**config.mk**
```make
export PLATFORM = sky130hd
export DESIGN_NAME = lzw_vwc_ctrl
export DESIGN_NICKNAME = d
export VERILOG_FILES = /design/src/lzw_vwc_pkg.sv /design/src/lzw_vwc_ctrl.sv
export SDC_FILE = /design/constraint.sdc
export NUM_CORES = 1
export LEC_CHECK = 0
export BUFFER_PORTS_ARGS = -buffer_cell sky130_fd_sc_hd__buf_2
export CORE_UTILIZATION = 49
export DETAILED_ROUTE_END_ITERATION = 8
export GPL_ROUTABILITY_DRIVEN = 0
export PLACE_DENSITY_LB_ADDON = 0.15
export SYNTH_ARGS = -nofsm -noshare
export SYNTH_HDL_FRONTEND = slang
export SYNTH_SLANG_ARGS = --single-unit
```
**constraint.sdc**
```tcl
create_clock -name clk_i -period 5.6 [get_ports clk_i]
set_clock_uncertainty 0.05 [all_clocks]
set_input_delay 0 -clock clk_i [delete_from_list [all_inputs] [get_ports clk_i]]
set_output_delay 0 -clock clk_i [all_outputs]
set_load 0.03 [all_outputs]
```
**src/lzw_vwc_pkg.sv**
```systemverilog
// ----------------------------------------------------------------------------
// lzw_vwc_pkg
// Shared types for the LZW compressor controller and datapath.
// ----------------------------------------------------------------------------
package lzw_vwc_pkg;

  localparam int unsigned LitCount   = 256;
  localparam int unsigned StartWidth = 9;

  typedef struct packed {
    logic load_in;
    logic set_prefix_byte;
    logic set_prefix_cur;
    logic rd_fc;
    logic cap_fc;
    logic rd_node;
    logic step_sib;
    logic add1;
    logic add2;
    logic push_full;
    logic load_code;
    logic push_drain;
    logic grow;
    logic push_flush;
    logic clear;
  } cmd_t;

  typedef struct packed {
    logic present;
    logic last;
    logic tot_full;
    logic tot_gt8;
    logic cur_zero;
    logic byte_match;
    logic dict_room;
    logic out_free;
  } status_t;

  typedef enum logic [10:0] {
    ST_IDLE   = 11'b000_0000_0001,
    ST_DECODE = 11'b000_0000_0010,
    ST_FC     = 11'b000_0000_0100,
    ST_WALK   = 11'b000_0000_1000,
    ST_NODE   = 11'b000_0001_0000,
    ST_ADD1   = 11'b000_0010_0000,
    ST_ADD2   = 11'b000_0100_0000,
    ST_EFULL  = 11'b000_1000_0000,
    ST_LOAD   = 11'b001_0000_0000,
    ST_DRAIN  = 11'b010_0000_0000,
    ST_FLUSH  = 11'b100_0000_0000
  } state_e;

endpackage

```
**src/lzw_vwc_ctrl.sv**
```systemverilog
// ----------------------------------------------------------------------------
// lzw_vwc_ctrl
// Sequencer: dictionary lookup walk, insert, code emission and flush.
// ----------------------------------------------------------------------------
module lzw_vwc_ctrl (
  input  logic                  clk_i,
  input  logic                  rst_ni,
  input  logic                  in_valid_i,
  output logic                  in_stall_o,
  input  lzw_vwc_pkg::status_t  sts_i,
  output lzw_vwc_pkg::cmd_t     cmd_o
);

  lzw_vwc_pkg::state_e state_q, state_d;
  logic                final_q, final_d;

  always_ff @(posedge clk_i or negedge rst_ni) begin
    if (!rst_ni) begin
      state_q <= lzw_vwc_pkg::ST_IDLE;
      final_q <= 1'b0;
    end else begin
      state_q <= state_d;
      final_q <= final_d;
    end
  end

  assign in_stall_o = (state_q != lzw_vwc_pkg::ST_IDLE);

  always_comb begin
    state_d = state_q;
    final_d = final_q;
    cmd_o   = '0;
    case (state_q)
      lzw_vwc_pkg::ST_IDLE: begin
        if (in_valid_i) begin
          cmd_o.load_in = 1'b1;
          state_d       = lzw_vwc_pkg::ST_DECODE;
        end
      end
      lzw_vwc_pkg::ST_DECODE: begin
        if (!sts_i.present) begin
          cmd_o.set_prefix_byte = 1'b1;
          if (sts_i.last) begin
            final_d = 1'b1;
            state_d = lzw_vwc_pkg::ST_EFULL;
          end else begin
            state_d = lzw_vwc_pkg::ST_IDLE;
          end
        end else begin
          cmd_o.rd_fc = 1'b1;
          state_d     = lzw_vwc_pkg::ST_FC;
        end
      end
      lzw_vwc_pkg::ST_FC: begin
        cmd_o.cap_fc = 1'b1;
        state_d      = lzw_vwc_pkg::ST_WALK;
      end
      lzw_vwc_pkg::ST_WALK: begin
        if (sts_i.cur_zero) begin
          final_d = 1'b0;
          state_d = sts_i.dict_room ? lzw_vwc_pkg::ST_ADD1 : lzw_vwc_pkg::ST_EFULL;
        end else begin
          cmd_o.rd_node = 1'b1;
          state_d       = lzw_vwc_pkg::ST_NODE;
        end
      end
      lzw_vwc_pkg::ST_NODE: begin
        if (sts_i.byte_match) begin
          cmd_o.set_prefix_cur = 1'b1;
          if (sts_i.last) begin
            final_d = 1'b1;
            state_d = lzw_vwc_pkg::ST_EFULL;
          end else begin
            state_d = lzw_vwc_pkg::ST_IDLE;
          end
        end else begin
          cmd_o.step_sib = 1'b1;
          state_d        = lzw_vwc_pkg::ST_WALK;
        end
      end
      lzw_vwc_pkg::ST_ADD1: begin
        cmd_o.add1 = 1'b1;
        state_d    = lzw_vwc_pkg::ST_ADD2;
      end
      lzw_vwc_pkg::ST_ADD2: begin
        cmd_o.add2 = 1'b1;
        state_d    = lzw_vwc_pkg::ST_EFULL;
      end
      lzw_vwc_pkg::ST_EFULL: begin
        if (!sts_i.tot_full) begin
          state_d = lzw_vwc_pkg::ST_LOAD;
        end else if (sts_i.out_free) begin
          cmd_o.push_full = 1'b1;
          state_d         = lzw_vwc_pkg::ST_LOAD;
        end
      end
      lzw_vwc_pkg::ST_LOAD: begin
        cmd_o.load_code = 1'b1;
        state_d         = lzw_vwc_pkg::ST_DRAIN;
      end
      lzw_vwc_pkg::ST_DRAIN: begin
        if (sts_i.tot_gt8) begin
          cmd_o.push_drain = sts_i.out_free;
        end else if (final_q) begin
          state_d = lzw_vwc_pkg::ST_FLUSH;
        end else begin
          cmd_o.grow            = 1'b1;
          cmd_o.set_prefix_byte = 1'b1;
          if (sts_i.last) begin
            final_d = 1'b1;
            state_d = lzw_vwc_pkg::ST_EFULL;
          end else begin
            state_d = lzw_vwc_pkg::ST_IDLE;
          end
        end
      end
      lzw_vwc_pkg::ST_FLUSH: begin
        if (sts_i.out_free) begin
          cmd_o.push_flush = 1'b1;
          cmd_o.clear      = 1'b1;
          final_d          = 1'b0;
          state_d          = lzw_vwc_pkg::ST_IDLE;
        end
      end
      default: begin
        state_d = lzw_vwc_pkg::ST_IDLE;
        final_d = 1'b0;
      end
    endcase
  end

endmodule

```
Yosys cells after proc, flatten, opt, wreduce, memory -nomap -nowiden
Index checks and enable logic that the tools add are counted.
{"block": "word_totals", "reg_bits": 12, "input_bits": 11, "out_inout_bits": 16, "elab_cells": 71}
{"block": "op_classes", "n_eq_ne": 19, "muxes": 46, "bitwise_logic": 1, "n_reduce_logical": 3}
{"op": "$pmux 11 s11", "count": 1}
{"op": "$mux 11", "count": 6}
{"op": "$mux 8", "count": 5}
{"op": "$mux 1", "count": 29}
{"op": "$ne 2x2->1 const B", "count": 6}
{"op": "$eq 11x1->1 const B", "count": 1}
{"op": "$eq 11x10->1 const B", "count": 1}
{"op": "$eq 11x11->1 const B", "count": 1}
{"op": "$eq 11x2->1 const B", "count": 1}
{"op": "$eq 11x3->1 const B", "count": 1}
{"op": "$eq 11x4->1 const B", "count": 1}
{"op": "$eq 11x5->1 const B", "count": 1}
{"op": "$eq 11x6->1 const B", "count": 1}
{"op": "$eq 11x7->1 const B", "count": 1}
{"op": "$eq 11x8->1 const B", "count": 1}
{"op": "$eq 11x9->1 const B", "count": 1}
{"op": "$ne 11x1->1 const B", "count": 1}
{"op": "$mux 2", "count": 3}
{"op": "$pmux 1 s6", "count": 1}
{"op": "$reduce_and 6->1", "count": 1}
{"op": "$reduce_or 6->1", "count": 1}
{"op": "$reduce_and 4->1", "count": 1}
{"op": "$ne 3x3->1 const B", "count": 1}
{"op": "$pmux 1 s2", "count": 1}
{"op": "$not 1->1", "count": 1}

Depth between registers and ports, before layout
{"block": "depth", "word_depth": 4, "mapped_depth": 8}

Least setup slack after synthesis
Ideal clock, no wire load.
{"block": "synth_path", "path_type": "reg-to-output", "start": "reg state_q[1]", "end": "out cmd_o[1] (netlist bit)", "t_arrival_ns": 2.501, "required_ns": 5.550, "slack_ns": 3.049, "stages_incl_launch_ff": 6, "cell_sequence": "dfrtp_1 > buf_6 > nor4_4 > nand2_1 > nor4_1 > buf_4"}
{"element": "from (decl)", "line": "lzw_vwc_ctrl.sv:14", "text": "lzw_vwc_pkg::state_e state_q, state_d;"}
{"element": "from (signal assigned)", "line": "lzw_vwc_ctrl.sv:19", "text": "state_q <= lzw_vwc_pkg::ST_IDLE;"}
{"element": "from (signal assigned)", "line": "lzw_vwc_ctrl.sv:22", "text": "state_q <= state_d;"}
{"element": "to (decl)", "line": "lzw_vwc_ctrl.sv:11", "text": "output lzw_vwc_pkg::cmd_t cmd_o"}

==> run summary <==
- Post-layout nets: 145
- total power divided by cell area: 318 nW/um2
- unrepaired setup endpoints after global routing: no
- first-pass GRT wire length: 3520 um
- Yosys warnings: 0
- max_slew headroom: 0.564
- met1 WL: 1050 um
- Placement Rows: 15
- clock tree root driver cell: sky130_fd_sc_hd__clkbuf_4
- floorplan die width: 45.7 um
- via count: 939
- met3 wire length: 116 um
- number of instances in the synthesized netlist: 103
- fraction of synthesized cell area taken by the top area cell type: 0.295
- net count of the mapped netlist: 114
- Setup TNS Final: 0 ns
- highest metal layer used by the detailed router: met4
- initial antenna violation count: 0
- type of the most critical hold path: input port to flop
- clock buffer depth: 2
- HPWL after detailed placement: 1730 um
- fin. max-slew vios: 0
- sink count of the clock tree: 12
- ant diodes: 0
- drt drc: 0
- post-layout utilization of the core: 0.636
- layout cell share with drive strength beyond 1: 0.331
- post-cts repair resize count: 0
- final-report hold violation count: 1
- sequential group share of total power: 0.350
- run status: complete, but fails checks
- total of buffers placed on input and output ports: 26
- average wire length per cell after detail routing: 14.3 um
- wirelength, routed: 2270 um
- clock-pin slew of the registers on the worst-case setup and hold paths: 0.08 ns
- maximum number of pins on one net before global-route repair: 13
- initial standard-cell utilization of the core: 0.530
- count of distinct cell types in the synthesized netlist: 42
- die outline area: 2090 um2
- overall routing resource usage: 0.242
- total setup buffers inserted after CTS: 0
- Core Footprint: 1760 um2
- height of the chip: 45.7 um
- net switching share of the total power: 0.452
- internal power component: 0.000195 W
- setup violation total in the final timing report: 0
- failing checks: hold timing
- library cell with the highest instance count after synthesis: sky130_fd_sc_hd__nor2_1
- First-pass DRT Iterations: 4
- CP startpoint kind: flop
- data required time of the worst path: 5.55 ns
- Yosys reg bits: 12
- top flip-flop cell by instance count after synthesis: sky130_fd_sc_hd__dfrtp_1
- cell taking the most area after synthesis: sky130_fd_sc_hd__dfrtp_1
- largest driver fanout on the critical path: 11
- quantity of hold-fixing buffers added after cts: 6
- remaining antenna violation count after routing: 0
- peak ir drop on the vdd network: 169 uV
- leakage power figure: 0.569 nW
- number of global-route vias before repair: 795
- TritonCTS Buffers: 3
- Fin Hold WS: -0.00160 ns
- clock insertion delay at the later pin of the skew report: 0.28 ns
- Detail Route met2 WL: 1050 um
- Final period util: 0.408
- Maximum Capacitance Violations: 0
- slowest stage cell, crit path: sky130_fd_sc_hd__nor3_2
- routed vias/inst: 5.94
- GRT Residual Overflow: 0
- CP Data Arrival Time: 2.23 ns
- DRC violation total after the first TritonRoute iteration: 37
- H-tree levels: 1
- TritonCTS clock tree: done
- number of ports placed on the die boundary: 27
- maximum single-stage delay on the critical path: 0.61 ns
- chain of cells forming the critical path: nor3_2 -> nor4b_1 -> and3_1 -> buf_2
- area growth from synthesis to final layout: 20.1%
- maximum clock frequency: 438 MHz
- Least-Margin Pin Slew: 0.651 ns
- Final min period: 2.28 ns
- EDFF count, synth: 0
- leading post-synthesis cells by instance count: sky130_fd_sc_hd__nor2_1 (12), sky130_fd_sc_hd__dfrtp_1 (11), sky130_fd_sc_hd__inv_1 (8)
- post-synthesis area per instance: 9.07 um2
- share of async-settable or async-resettable flops after synthesis: 1.00
- Crit Path Category: flop to primary output
- cell types occupying the most area after synthesis: sky130_fd_sc_hd__dfrtp_1 (29%), sky130_fd_sc_hd__nor2_1 (4.8%), sky130_fd_sc_hd__nor4b_1 (4.7%)
- share of power burned in the clock network: 0.161
- combinational power share: 0.488
- Switch Pwr: 0.000161 W
- sequential fraction of the synthesis area: 0.323
- area of the mapped netlist: 935 um2
- Worst setup EP type: primary output
-- path summary, 6_finish.rpt --
check | startpoint | end | slack, ns | depth (start not counted)
hold / removal | sts_i[6] | state_q[7]$_DFFE_PN0P_ | -0.002 | 3
min in group asynchronous | rst_ni | state_q[2]$_DFFE_PN0P_ | 0.08 | 2
max in group asynchronous | rst_ni | state_q[0]$_DFFE_PN1P_ | 5.14 | 2
setup / recovery | state_q[9]$_DFFE_PN0P_ | cmd_o[10] | 3.32 | 4
hold reg to reg | final_q$_DFFE_PN0P_ | final_q$_DFFE_PN0P_ | 0.55 | 2
setup reg to reg | state_q[9]$_DFFE_PN0P_ | state_q[7]$_DFFE_PN0P_ | 3.32 | 6
-- metrics by stage --
step                power (W)  area (um2)  instances  hold WS [ns]  worst slack (ns)
floorplan            0.000257         935        103        -0.346              3.05
global placement     0.000294        1040        148        -0.151              3.37
detailed placement   0.000295        1040        148        -0.149              3.38
CTS                  0.000356        1120        158       0.00709              3.36
global route         0.000379        1120        158        0.0384              3.16
finish               0.000356        1120        158      -0.00160              3.32
-- routing by layer --
| metal | vias to the layer above | track usage |
|---|---|---|
| met2 | 35 | 0.369 |
| met1 | 451 | 0.336 |
| met4 | 0 | 0.0909 |
| met5 | - | 0 |
| li1 | 446 | - |
| met3 | 7 | 0.0476 |
-- state kept, by name, indices dropped and copies added (netlist names) --
signal   count
state_q     11
final_q      1
-- critical path: cells and delay by family (launching register included) --
| family | cells | cell delay, ns |
|---|---|---|
| buffers and inverters | 1 | 0.20 |
| DFF | 1 | 0.49 |
| and+or+nand+nor | 3 | 1.27 |
-- layout make-up --
class	count	area (um2)
Fill cell	172	642
Multi-Input combinational cell	77	543
Sequential cell	12	302
Timing Repair Buffer	32	190
Tap cell	25	31.3
Inverter	8	30.0
Clock buffer	4	26.3
-- cell usage in the layout, fill, tap and decap left out, types with 2 or more instances in the layout --
cell type / instances
sky130_fd_sc_hd__a211oi_1: 2
sky130_fd_sc_hd__a32oi_1: 2
sky130_fd_sc_hd__and3_2: 3
sky130_fd_sc_hd__and4_2: 2
sky130_fd_sc_hd__buf_2: 26
sky130_fd_sc_hd__clkbuf_4: 3
sky130_fd_sc_hd__dfrtp_1: 11
sky130_fd_sc_hd__dlygate4sd3_1: 6
sky130_fd_sc_hd__inv_1: 8
sky130_fd_sc_hd__nand2_1: 5
sky130_fd_sc_hd__nand2b_1: 3
sky130_fd_sc_hd__nand3_1: 4
sky130_fd_sc_hd__nand4_1: 3
sky130_fd_sc_hd__nand4b_1: 2
sky130_fd_sc_hd__nor2_1: 12
sky130_fd_sc_hd__nor3_1: 6
sky130_fd_sc_hd__nor3_2: 2
sky130_fd_sc_hd__nor4_1: 2
sky130_fd_sc_hd__nor4b_1: 5
sky130_fd_sc_hd__o211ai_1: 2
sky130_fd_sc_hd__o21ai_0: 2
sky130_fd_sc_hd__xor2_1: 3
-- kinds of logic after synthesis --
kind of cell | count (synthesis) | synth area share
compound gates | 15 | 0.123
xor+xnor | 3 | 0.0281
buf+inv | 14 | 0.0964
flops | 12 | 0.323
simple gates | 59 | 0.430
-- power by group through the flow --
stage | combinational (W) | sequential, W | clock (W)
2_1_floorplan | 0.000142 | 0.000115 | 0
3_3_place_gp | 0.000168 | 0.000126 | 0
3_5_place_dp | 0.000169 | 0.000126 | 0
4_1_cts | 0.000173 | 0.000124 | 0.0000586
5_1_grt | 0.000190 | 0.000126 | 0.0000628
6_report | 0.000174 | 0.000125 | 0.0000575
Power figures use the tool's default switching activity.
